<file path="src/design/ppgm_pkg.sv">
package ppgm_pkg;

	localparam int TS_W         = 32;
	localparam int HOLD_W       = 24;
	localparam int SPR_W        = 5;
	localparam int LEN_W        = 14;
	localparam int PERIOD_WIDTH = 24;
	localparam int MAX_SAMPLES  = 16;
	localparam int SUM_W        = 28;
	localparam int AVG_W        = 28;
	localparam int DEN_W        = 2 * AVG_W;
	localparam int G_W          = 46;
	localparam int NUM_W        = G_W + LEN_W;
	localparam int GRAV_W       = 32;
	localparam int CFG_W        = 24;
	localparam int CFG_IDX_W    = 2;
	localparam int FIFO_DEPTH   = 2;
	localparam int FIFO_PTR_W   = $clog2(FIFO_DEPTH);
	localparam int FIFO_CNT_W   = $clog2(FIFO_DEPTH + 1);
	localparam int ITER_W       = 5;

	// 4 * pi^2 scaled so that L in mm and T in us give g in mm/s^2.
	localparam logic [G_W-1:0] G_SCALE = 46'd39478400000000;

	localparam logic [CFG_IDX_W-1:0] REG_HOLDOFF = 2'd0;
	localparam logic [CFG_IDX_W-1:0] REG_SAMPLES = 2'd1;
	localparam logic [CFG_IDX_W-1:0] REG_LENGTH  = 2'd2;

	localparam logic [HOLD_W-1:0] HOLDOFF_RST = 24'd100000;
	localparam logic [SPR_W-1:0]  SAMPLES_RST = 5'd10;
	localparam logic [LEN_W-1:0]  LENGTH_RST  = 14'd500;

	// One closed period handed from the front to the back.
	typedef struct packed {
		logic [PERIOD_WIDTH-1:0] period;
		logic [SPR_W-1:0]        sample;
		logic                    fin;
		logic [SUM_W-1:0]        sum;
		logic [SPR_W-1:0]        n;
	} job_t;

	typedef enum logic [2:0] {
		B_IDLE,
		B_AVG,
		B_SQR,
		B_MUL,
		B_CHK,
		B_DIV,
		B_OUT
	} back_state_t;

endpackage

</file>
<file path="src/design/ppgm_front.sv">
module ppgm_front import ppgm_pkg::*; (
	input  logic              clk,
	input  logic              arst_n,
	input  logic              accept,
	input  logic [TS_W-1:0]   timestamp_us,
	input  logic [HOLD_W-1:0] holdoff_us,
	input  logic [SPR_W-1:0]  samples_per_result,
	output logic              job_push,
	output job_t              job
);

	logic [TS_W-1:0]  last_q;
	logic [TS_W-1:0]  start_q;
	logic [1:0]       pass_q;
	logic [SUM_W-1:0] sum_q;
	logic [SPR_W-1:0] done_q;

	logic [TS_W-1:0]  delta;
	logic [TS_W-1:0]  raw_period;
	logic             pass_ok;
	logic [SPR_W-1:0] n_eff;
	logic [SPR_W-1:0] done_next;
	logic [SUM_W-1:0] sum_next;

	always_comb begin
		delta      = timestamp_us - last_q;
		pass_ok    = delta > {{(TS_W-HOLD_W){1'b0}}, holdoff_us};
		raw_period = timestamp_us - start_q;
		if (samples_per_result == '0) begin
			n_eff = SPR_W'(1);
		end else if (samples_per_result > SPR_W'(MAX_SAMPLES)) begin
			n_eff = SPR_W'(MAX_SAMPLES);
		end else begin
			n_eff = samples_per_result;
		end
		done_next = done_q + SPR_W'(1);

		if (raw_period[TS_W-1:PERIOD_WIDTH] != '0) begin
			job.period = '1;
		end else begin
			job.period = raw_period[PERIOD_WIDTH-1:0];
		end
		sum_next   = sum_q + SUM_W'(job.period);
		job.sample = done_next;
		job.fin    = done_next >= n_eff;
		job.sum    = sum_next;
		job.n      = n_eff;
		job_push   = accept && pass_ok && (pass_q == 2'd2);
	end

	always_ff @(posedge clk or negedge arst_n) begin
		if (!arst_n) begin
			last_q  <= '0;
			start_q <= '0;
			pass_q  <= '0;
			sum_q   <= '0;
			done_q  <= '0;
		end else if (accept && pass_ok) begin
			last_q <= timestamp_us;
			case (pass_q)
				2'd0: begin
					start_q <= timestamp_us;
					pass_q  <= 2'd1;
				end
				2'd1: begin
					pass_q <= 2'd2;
				end
				default: begin
					pass_q <= 2'd0;
					if (job.fin) begin
						sum_q  <= '0;
						done_q <= '0;
					end else begin
						sum_q  <= sum_next;
						done_q <= done_next;
					end
				end
			endcase
		end
	end

endmodule

</file>
<file path="src/design/ppgm_fifo.sv">
module ppgm_fifo import ppgm_pkg::*; (
	input  logic clk,
	input  logic arst_n,
	input  logic push,
	input  job_t wdata,
	output logic full,
	input  logic pop,
	output job_t rdata,
	output logic empty
);

	job_t                  mem_q [FIFO_DEPTH];
	logic [FIFO_PTR_W-1:0] wr_q;
	logic [FIFO_PTR_W-1:0] rd_q;
	logic [FIFO_CNT_W-1:0] cnt_q;
	logic                  do_push;
	logic                  do_pop;

	assign full    = cnt_q == FIFO_CNT_W'(FIFO_DEPTH);
	assign empty   = cnt_q == '0;
	assign do_push = push && !full;
	assign do_pop  = pop && !empty;
	assign rdata   = mem_q[rd_q];

	always_ff @(posedge clk) begin
		if (do_push) begin
			mem_q[wr_q] <= wdata;
		end
	end

	always_ff @(posedge clk or negedge arst_n) begin
		if (!arst_n) begin
			wr_q  <= '0;
			rd_q  <= '0;
			cnt_q <= '0;
		end else begin
			if (do_push) begin
				wr_q <= wr_q + FIFO_PTR_W'(1);
			end
			if (do_pop) begin
				rd_q <= rd_q + FIFO_PTR_W'(1);
			end
			case ({do_push, do_pop})
				2'b10:   cnt_q <= cnt_q + FIFO_CNT_W'(1);
				2'b01:   cnt_q <= cnt_q - FIFO_CNT_W'(1);
				default: cnt_q <= cnt_q;
			endcase
		end
	end

	a_cnt_range: assert property (@(posedge clk) disable iff (!arst_n)
		cnt_q <= FIFO_CNT_W'(FIFO_DEPTH))
		else $error("queue count beyond its depth");

endmodule

</file>
<file path="src/design/ppgm_back.sv">
module ppgm_back import ppgm_pkg::*; (
	input  logic                    clk,
	input  logic                    arst_n,
	input  logic                    job_valid,
	input  job_t                    job,
	output logic                    job_pop,
	input  logic [LEN_W-1:0]        string_length_mm,
	output logic                    empty,
	input  logic                    pop,
	output logic [PERIOD_WIDTH-1:0] period_us,
	output logic [SPR_W-1:0]        sample_number,
	output logic                    final_res,
	output logic [PERIOD_WIDTH-1:0] average_period_us,
	output logic [GRAV_W-1:0]       gravity_milli
);

	back_state_t state_q, state_d;

	logic [PERIOD_WIDTH-1:0] jper_q;
	logic [SPR_W-1:0]        jsmp_q;
	logic                    jfin_q;
	logic [SPR_W-1:0]        n_q;
	logic [ITER_W-1:0]       it_q;
	logic [SPR_W-1:0]        ra_q;
	logic [SUM_W-1:0]        qs_q;
	logic [DEN_W-1:0]        den_q;
	logic [NUM_W-1:0]        num_q;
	logic [LEN_W-1:0]        lsh_q;
	logic [DEN_W-1:0]        rem_q;
	logic [GRAV_W-1:0]       nsh_q;
	logic                    ov_q;

	logic [SPR_W:0]   ra_r2;
	logic             ra_ge;
	logic [SPR_W:0]   ra_diff;
	logic [DEN_W-1:0] sq;
	logic             g_sat;
	logic [DEN_W:0]   dv_r2;
	logic             dv_ge;
	logic [DEN_W:0]   dv_diff;
	logic             out_free;
	logic             load_out;

	always_comb begin
		ra_r2   = {ra_q, qs_q[SUM_W-1]};
		ra_ge   = ra_r2 >= {1'b0, n_q};
		ra_diff = ra_r2 - {1'b0, n_q};
		sq      = qs_q * qs_q;
		g_sat   = {{(DEN_W+GRAV_W-NUM_W){1'b0}}, num_q} >= {den_q, {GRAV_W{1'b0}}};
		dv_r2   = {rem_q, nsh_q[GRAV_W-1]};
		dv_ge   = dv_r2 >= {1'b0, den_q};
		dv_diff = dv_r2 - {1'b0, den_q};
		out_free = !ov_q || pop;
	end

	always_ff @(posedge clk or negedge arst_n) begin
		if (!arst_n) begin
			state_q <= B_IDLE;
		end else begin
			state_q <= state_d;
		end
	end

	always_comb begin
		state_d  = state_q;
		job_pop  = 1'b0;
		load_out = 1'b0;
		case (state_q)
			B_IDLE: begin
				if (job_valid) begin
					job_pop = 1'b1;
					state_d = job.fin ? B_AVG : B_OUT;
				end
			end
			B_AVG: begin
				if (it_q == '0) begin
					state_d = B_SQR;
				end
			end
			B_SQR: begin
				state_d = (qs_q == '0) ? B_OUT : B_MUL;
			end
			B_MUL: begin
				if (it_q == '0) begin
					state_d = B_CHK;
				end
			end
			B_CHK: begin
				state_d = g_sat ? B_OUT : B_DIV;
			end
			B_DIV: begin
				if (it_q == '0) begin
					state_d = B_OUT;
				end
			end
			B_OUT: begin
				if (out_free) begin
					load_out = 1'b1;
					state_d  = B_IDLE;
				end
			end
			default: begin
				state_d = B_IDLE;
			end
		endcase
	end

	// Working registers: the quotient of the average builds up in qs_q, the
	// gravity quotient in nsh_q.
	always_ff @(posedge clk) begin
		case (state_q)
			B_IDLE: begin
				jper_q <= job.period;
				jsmp_q <= job.sample;
				jfin_q <= job.fin;
				n_q    <= job.n;
				qs_q   <= job.sum;
				ra_q   <= '0;
				nsh_q  <= '0;
				it_q   <= ITER_W'(SUM_W - 1);
			end
			B_AVG: begin
				ra_q <= ra_ge ? ra_diff[SPR_W-1:0] : ra_r2[SPR_W-1:0];
				qs_q <= {qs_q[SUM_W-2:0], ra_ge};
				it_q <= it_q - ITER_W'(1);
			end
			B_SQR: begin
				den_q <= sq;
				num_q <= '0;
				lsh_q <= string_length_mm;
				it_q  <= ITER_W'(LEN_W - 1);
				if (qs_q == '0) begin
					nsh_q <= '1;
				end
			end
			B_MUL: begin
				num_q <= {num_q[NUM_W-2:0], 1'b0}
					+ (lsh_q[LEN_W-1] ? NUM_W'(G_SCALE) : NUM_W'(0));
				lsh_q <= {lsh_q[LEN_W-2:0], 1'b0};
				it_q  <= it_q - ITER_W'(1);
			end
			B_CHK: begin
				rem_q <= DEN_W'(num_q[NUM_W-1:GRAV_W]);
				nsh_q <= g_sat ? '1 : num_q[GRAV_W-1:0];
				it_q  <= ITER_W'(GRAV_W - 1);
			end
			B_DIV: begin
				rem_q <= dv_ge ? dv_diff[DEN_W-1:0] : dv_r2[DEN_W-1:0];
				nsh_q <= {nsh_q[GRAV_W-2:0], dv_ge};
				it_q  <= it_q - ITER_W'(1);
			end
			default: begin
				it_q <= it_q;
			end
		endcase
	end

	always_ff @(posedge clk or negedge arst_n) begin
		if (!arst_n) begin
			ov_q <= 1'b0;
		end else if (load_out) begin
			ov_q <= 1'b1;
		end else if (pop) begin
			ov_q <= 1'b0;
		end
	end

	always_ff @(posedge clk) begin
		if (load_out) begin
			period_us         <= jper_q;
			sample_number     <= jsmp_q;
			final_res         <= jfin_q;
			average_period_us <= jfin_q ? qs_q[PERIOD_WIDTH-1:0] : '0;
			gravity_milli     <= jfin_q ? nsh_q : '0;
		end
	end

	assign empty = !ov_q;

	a_partial_zero: assert property (@(posedge clk) disable iff (!arst_n)
		(ov_q && !final_res) |-> (average_period_us == '0 && gravity_milli == '0))
		else $error("partial result carries average or gravity");

	a_avg_rem: assert property (@(posedge clk) disable iff (!arst_n)
		(state_q == B_AVG) |-> ({1'b0, ra_q} < {1'b0, n_q}))
		else $error("average remainder not below the count");

	a_div_rem: assert property (@(posedge clk) disable iff (!arst_n)
		(state_q == B_DIV) |-> (rem_q < den_q))
		else $error("gravity remainder not below the divisor");

endmodule

</file>
<file path="src/design/pendulum_period_gravity_meter_top.sv">
// Pendulum period and gravity meter.
//
// Input side: one beat per falling edge of the pendulum sensor, carrying its
// free-running microsecond timestamp. A beat is taken when push is high and
// full is low. Edges that fall within the holdoff of the last accepted edge
// are dropped silently; every third accepted edge closes one period.
// Result side: one beat per closed period, presented while empty is low and
// taken when pop is high. The beat that completes an average also carries
// the truncated mean period and gravity in thousandths of m/s^2.
// Configuration: cfg_we, cfg_index and cfg_wdata write holdoff, periods per
// average and string length; write them only while the block is idle.
// A plain period result passes the queue, the back end and its output
// register. A final result also runs through the serial averaging divider
// (28 steps), the shift-add length multiplier (14 steps) and the restoring
// gravity divider (32 steps) in the back end. Edges are accepted every cycle
// while the two-entry queue between front and back has room.
// Reset clears all timing state, the queue and the output valid flag, and
// restores the register defaults. When the receiver stalls, the result is
// held, the back end waits, the queue fills and full is raised.
module pendulum_period_gravity_meter_top import ppgm_pkg::*; (
	input  logic                    clk,
	input  logic                    arst_n,
	input  logic                    push,
	output logic                    full,
	input  logic [TS_W-1:0]         timestamp_us,
	input  logic                    cfg_we,
	input  logic [CFG_IDX_W-1:0]    cfg_index,
	input  logic [CFG_W-1:0]        cfg_wdata,
	output logic                    empty,
	input  logic                    pop,
	output logic [PERIOD_WIDTH-1:0] period_us,
	output logic [SPR_W-1:0]        sample_number,
	output logic                    final_res,
	output logic [PERIOD_WIDTH-1:0] average_period_us,
	output logic [GRAV_W-1:0]       gravity_milli
);

	logic [HOLD_W-1:0] holdoff_q;
	logic [SPR_W-1:0]  samples_q;
	logic [LEN_W-1:0]  length_q;

	logic accept;
	logic job_push;
	logic job_pop;
	logic fifo_empty;
	job_t job_in;
	job_t job_out;

	// Configuration registers; an index beyond the list is ignored.
	always_ff @(posedge clk or negedge arst_n) begin
		if (!arst_n) begin
			holdoff_q <= HOLDOFF_RST;
			samples_q <= SAMPLES_RST;
			length_q  <= LENGTH_RST;
		end else if (cfg_we) begin
			case (cfg_index)
				REG_HOLDOFF: holdoff_q <= cfg_wdata[HOLD_W-1:0];
				REG_SAMPLES: samples_q <= cfg_wdata[SPR_W-1:0];
				REG_LENGTH:  length_q  <= cfg_wdata[LEN_W-1:0];
				default:     holdoff_q <= holdoff_q;
			endcase
		end
	end

	// The front only takes an edge when the queue can hold whatever it makes.
	assign accept = push && !full;

	ppgm_front u_front (
		.clk                (clk),
		.arst_n             (arst_n),
		.accept             (accept),
		.timestamp_us       (timestamp_us),
		.holdoff_us         (holdoff_q),
		.samples_per_result (samples_q),
		.job_push           (job_push),
		.job                (job_in)
	);

	ppgm_fifo u_fifo (
		.clk    (clk),
		.arst_n (arst_n),
		.push   (job_push),
		.wdata  (job_in),
		.full   (full),
		.pop    (job_pop),
		.rdata  (job_out),
		.empty  (fifo_empty)
	);

	ppgm_back u_back (
		.clk               (clk),
		.arst_n            (arst_n),
		.job_valid         (!fifo_empty),
		.job               (job_out),
		.job_pop           (job_pop),
		.string_length_mm  (length_q),
		.empty             (empty),
		.pop               (pop),
		.period_us         (period_us),
		.sample_number     (sample_number),
		.final_res         (final_res),
		.average_period_us (average_period_us),
		.gravity_milli     (gravity_milli)
	);

endmodule
</file>
<file path="config.mk">
export PLATFORM = sky130hd
export DESIGN_NAME = pendulum_period_gravity_meter_top
export DESIGN_NICKNAME = d
export VERILOG_FILES = /design/src/design/ppgm_pkg.sv /design/src/design/ppgm_front.sv /design/src/design/ppgm_fifo.sv /design/src/design/ppgm_back.sv /design/src/design/pendulum_period_gravity_meter_top.sv
export SDC_FILE = /design/constraint.sdc
export NUM_CORES = 2
export LEC_CHECK = 0
export ABC_AREA = 0
export BUFFER_PORTS_ARGS = -buffer_cell sky130_fd_sc_hd__clkbuf_2
export CORE_AREA = 2 2 364 366
export CTS_CLUSTER_DIAMETER = 60
export DETAILED_ROUTE_END_ITERATION = 7
export DIE_AREA = 0 0 366 368
export PLACE_DENSITY_LB_ADDON = 0.1
export SYNTH_ARGS = -nofsm -noshare
export SYNTH_HDL_FRONTEND = slang
export SYNTH_HIERARCHICAL = 1
export SYNTH_SLANG_ARGS = --single-unit
export TNS_END_PERCENT = 10
</file>
<file path="constraint.sdc">
create_clock -name clk -period 21.6 [get_ports clk]
set_input_delay 2.16 -clock clk [delete_from_list [all_inputs] [get_ports clk]]
set_output_delay 2.16 -clock clk [all_outputs]
set_load 0.03 [all_outputs]
</file>
**Word level (Yosys, flattened, before mapping)**

Memories as Yosys holds them, arrays and structs flattened.
Cells that the tools add are included.
Widths: inputs -> output; s select.

- Multipliers: 1
- Reduce and logical (&&, ||, !) cells: 33
- Bitwise operators: 1
- Muxes and demuxes: 36
- Add/sub/neg operators: 12
- Magnitude comparators: 6
- Equal/unequal tests: 19

Operators with widths:

| kind | number |
|---|---|
| $pmux 32 s4 | 1 |
| $pmux 60 s2 | 1 |
| $pmux 56 s2 | 1 |
| $ge 60x88->1 | 1 |
| $mux 32 | 2 |
| $sub 32x32->32 | 2 |
| $add 60x60->60 | 1 |
| $ge 57x56->1 | 1 |
| $mul 28x28->56 | 1 |
| $mux 56 | 1 |
| $pmux 28 s2 | 1 |
| $sub 56x56->56 | 1 |
| $mux 46 | 1 |
| $gt 32x24->1 | 1 |
| $add 28x24->28 | 1 |
| $logic_not 28->1 | 1 |
| $mux 28 | 1 |
| $pmux 14 s2 | 1 |
| $mux 24 | 1 |
| $mux 3 | 7 |
| $pmux 3 s7 | 1 |
| $mux 5 | 4 |
| $pmux 5 s4 | 1 |
| $reduce_and 2->1 | 6 |
| 33 further kinds | 68 |

- Memories kept: 1
- Bits in writable memories: 126
- Output and inout port bits: 88
- Input port bits: 63
- Bits in registers: 527

Memory list:

| name | depth | bits a word | rd ports | clocked after memory_dff | write ports | line | source |
|---|---|---|---|---|---|---|---|
| u_fifo.mem_q | 2 | 63 | 1 | 0 | 1 | ppgm_fifo.sv:12 | `job_t mem_q [FIFO_DEPTH];` |

**Longest topological paths before layout**

- Word-level depth: 8
- Gate-level depth with buffers: 29
- Depth with buffers taken out: 28

**Modules after synthesis**

The synthesis kept the hierarchy.

Modules (own cells, without submodules):

| module | cells an instance | instances | area an instance (µm²) |
|---|---|---|---|
| ppgm_back | 4294 | 1 | 42313.1 |
| ppgm_front | 1061 | 1 | 9464.1 |
| ppgm_fifo | 214 | 1 | 5042.3 |
| pendulum_period_gravity_meter_top | 94 | 1 | 1651.6 |

**Least setup slack after synthesis**

Ideal clock, no wire load.

- Kind: input to register
- Start: input pop
- End: register u_back.average_period_us[0] (enable)
- Setup slack: 12455 ps
- Setup time: 654 ps
- Data arrival time: 8491 ps
- Cell stages on the path: 2
- Path buffers: 0
- Path through: nand2b_1 nor3b_1

- Cells in the longest elaborated chain, start to end: 3

RTL lines:

| item | line | source |
|---|---|---|
| start, declared | pendulum_period_gravity_meter_top.sv:30 | `input logic pop,` |
| $logic_or 1x1->1 | ppgm_back.sv:53 | `out_free = !ov_q \|\| pop;` |
| $mux 1 | ppgm_back.sv:97 | `if (out_free) begin` |
| $mux 1 | ppgm_back.sv:68 | `case (state_q)` |
| named net u_back.load_out | ppgm_back.sv:42 | `logic load_out;` |
| end signal, assigned | ppgm_back.sv:173 | `average_period_us <= jfin_q ? qs_q[PERIOD_WIDTH-1:0] : '0;` |
| end, declared | ppgm_back.sv:13 | `output logic [PERIOD_WIDTH-1:0] average_period_us,` |

The timed path passes the listed nets, and every way through them passes these cells.
A chain may end at the register's enable or synchronous reset.

**Final worst setup path**

- Start: register u_back.qs_q[11]
- End: register u_back.den_q[54] (data pin)

- Cells in the longest elaborated chain, start to end: 1

RTL lines:

| item | line | source |
|---|---|---|
| start, declared | ppgm_back.sv:25 | `logic [SUM_W-1:0] qs_q;` |
| start signal, assigned | ppgm_back.sv:117 | `qs_q <= job.sum;` |
| start signal, assigned | ppgm_back.sv:124 | `qs_q <= {qs_q[SUM_W-2:0], ra_ge};` |
| $mul 28x28->56 | ppgm_back.sv:48 | `sq = qs_q * qs_q;` |
| named net u_back.sq[54] | ppgm_back.sv:36 | `logic [DEN_W-1:0] sq;` |
| end signal, assigned | ppgm_back.sv:128 | `den_q <= sq;` |
| end, declared | ppgm_back.sv:26 | `logic [DEN_W-1:0] den_q;` |

The timed path passes the listed nets, and every way through them passes these cells.

==> results.json <==
{
  "startpoint_type": "flip-flop",
  "cts_sinks": 639,
  "grt_pass1_vias": 41453,
  "port_buffers": 150,
  "status": "finished clean",
  "synth-seq-cells": 639,
  "die_h_um": 368,
  "endpoint_kind": "flip-flop",
  "worst_slew_pin_slew_ns": 0.999,
  "layout.cells.non_filler": 7573,
  "final_nets": 6866,
  "clk_path_buf_depth": 3,
  "netlist_instances": 5663,
  "yosysMostFrequentCell": "inv_1",
  "syn_area_um2": 58500,
  "numCtsBuffers": 86,
  "p_switching_mw": 1.42,
  "dr.pass1.iters": 6,
  "setup_violations": 0,
  "fin_setup_tns_ns": 0,
  "slew_headroom_pct": 33.4,
  "rsz0062_at_grt": "no",
  "drt_wl_total_mm": 148,
  "avgSynthCellArea_um2": 10.3,
  "start_util_pct": 44.7,
  "diodes": 0,
  "ys_warn_count": 6,
  "max_stage_delay_ns": 0.60,
  "synthArstFlopShare_pct": 23.5,
  "cts_tree": "done",
  "drv_slew": 0,
  "intPower_mw": 2.86,
  "drc": 0,
  "core_um2": 131000,
  "finalClockSkew_ns": 0.0754,
  "ant_nets": 0,
  "finalHoldViolCount": 0,
  "fillers": 12403,
  "syn-num-nets": 6784,
  "clk_pin_slew_ns": 0.06,
  "synthDominantCellAreaShare_pct": 25.1,
  "fp.dieW_um": 366,
  "cts_setup_buffers": 0,
  "htree_levels": 3,
  "min_from": "u_back/jper_q[0]",
  "grt_usage_pct": 22.4,
  "die_area_um2": 135000,
  "rrSetupSlack_ns": 12.93,
  "synth-seq-area-share_pct": 31.6,
  "grt_max_degree": 104,
  "yosysUniqueCellTypes": 102,
  "crit_path_frequent_cell": "fa_1",
  "fmax_mhz": 115,
  "worstReg2RegEnd": "u_back/den_q[54]",
  "pwr-share-clk_pct": 33.7,
  "cp.required_ns": 22.05,
  "cpMaxStageDelayCell": "a211oi_1",
  "arrival_ns": 9.11,
  "place_congestion": 0.890,
  "cts_resized": 0,
  "drtIter0Drc": 2663,
  "fp-row-count": 133,
  "route.vias.total": 39706,
  "dp_hpwl_mm": 113,
  "comb_power_share_pct": 29.9,
  "hold_depth": 0,
  "synthTopCellsByCount": "inv_1 (1,092), fa_1 (618), edfxtp_1 (489)",
  "root_buffer": "clkbuf_16",
  "syn_to_final_growth_pct": 9.24,
  "reg2reg_depth": 25,
  "postLayoutCellArea_um2": 63900,
  "grt_first_pass_wirelength_mm": 236,
  "overflow": 0,
  "synth_largest_area_cell": "edfxtp_1",
  "sequentialPowerShare_pct": 36.4,
  "vdd_drop_max_uv": 72.3,
  "r2r_start": "u_back/qs_q[11]",
  "cap_violations": 0,
  "p_leak_nw": 30.0,
  "cp_max_fo": 26,
  "period_minus_slack_ns": 8.67,
  "placed_cells": 7412,
  "power_density_nw_per_um2": 67.1,
  "ys.flop_type": "edfxtp_1",
  "ios": 151,
  "post_drt_wl_per_cell_um": 19.6,
  "hold_path.class": "flip-flop to flip-flop",
  "fin_crit_sh_pct": 40.1,
  "synth_enable_flop_cells": 489,
  "vias_per_cell": 5.24,
  "cts-hold-fix-buffers": 0,
  "p_sw_share_pct": 33.1,
  "clkLatencyLatePin_ns": 0.71,
  "dpl-instance-area_um2": 60900,
  "crit_type": "flip-flop to flip-flop",
  "synth_top_cells_by_area": "edfxtp_1 (25%), fa_1 (21%), ha_1 (9.4%)",
  "layout-drive-gt1-share_pct": 9.49,
  "grt_antenna_before_repair": 3,
  "hold_end": "u_back/period_us[0]"
}
==> registers in the layout, summed over array words and instances (netlist names), 28 cells and up <==
name and flops:
u_fifo/mem_q 126, u_back/rem_q 56, u_back/den_q 55, u_back/num_q 47, u_back/gravity_milli 32, u_back/nsh_q 32
u_front/last_q 32, u_front/start_q 32, u_back/qs_q 28, u_front/sum_q 28
==> through the flow <==
stage / hold WS [ns] / util (%) / worst slack [ns] / power, mW
after floorplan: 0.400 / - / 12.45 / 2.52
after global placement: 0.402 / 46.6 / 12.45 / 2.85
after detailed placement: 0.406 / 46.6 / 12.33 / 2.86
after CTS: 0.402 / 48.8 / 13.03 / 4.33
after global routing: 0.415 / 48.8 / 12.21 / 4.54
final: 0.402 / 48.8 / 12.93 / 4.28
==> per-layer routing <==
metal	share of wire, %	wire length, um	track usage [%]
met1	45	66600	30.1
met2	48	71800	38.3
met3	4.7	7030	3.45
met4	1.9	2760	4.84
met5	0	0	0
==> final cells by class <==
type	count	area, um2	share of cell area, %
timing repair buffer	208	1190	1.87
clock buffer	104	2260	3.54
tap	1755	2200	3.44
clock inverter	57	681	1.07
inverter	1096	4110	6.44
sequential	639	18500	28.9
multi-input combinational	3714	35000	54.7
==> power by group through the flow <==
stage,Sequential [mW],Clock [mW],Combinational (mW)
after floorplan,1.56,0,0.961
after global placement,1.58,0,1.27
after detailed placement,1.58,0,1.28
after CTS,1.56,1.49,1.29
after global routing,1.57,1.54,1.43
final,1.56,1.45,1.28
==> cell families (layout without fill, tap and decap cells) <==
logic type	Yosys count	count (layout)	share of synthesized area [%]
multiplexers	255	255	5.16
buffers and inverters	1310	1465	8.75
flip-flops	639	639	31.6
adder cells (fa/ha/maj)	1058	1058	30.6
XOR/XNOR	226	226	3.39
AO/OA/AOI/OAI	831	831	9.29
AND/OR/NAND/NOR	1344	1344	11.3
==> cells in the final DEF, fill, tap and decap left out, types with 149 or more instances in the layout <==
cell type and count:
o21ai_0 159, a21oi_1 221, nor2_1 214, clkbuf_2 149, and2_1 229, fa_1 618, edfxtp_1 489, ha_1 440
a21o_1 150, inv_1 1091, nand2_1 485
==> worst max path at each step <==
stage | start | endpoint | slack, ns | cells after the start
2_1_floorplan | pop | u_back/average_period_us[0] | 12.45 | 2
3_3_place_gp | timestamp_us[0] | u_front/sum_q[23] | 12.45 | 26
3_5_place_dp | timestamp_us[0] | u_front/sum_q[23] | 12.33 | 26
4_1_cts | u_back/qs_q[20] | u_back/den_q[49] | 13.03 | 25
5_1_grt | timestamp_us[0] | u_front/sum_q[23] | 12.21 | 26
6_report | u_back/qs_q[11] | u_back/den_q[54] | 12.93 | 25
==> worst max-delay path, delay by kind of cell (launching register included) <==
family / cells / cell delay, ns
AOI/OAI and AO/OA: 7 / 2.06
and+or+nand+nor: 3 / 0.79
buffers and inverters: 6 / 1.16
DFF: 1 / 0.32
adders and majority gates: 8 / 3.99
xor gates and xnor gates: 1 / 0.15
No activity file was read; power rests on OpenSTA's default activity.
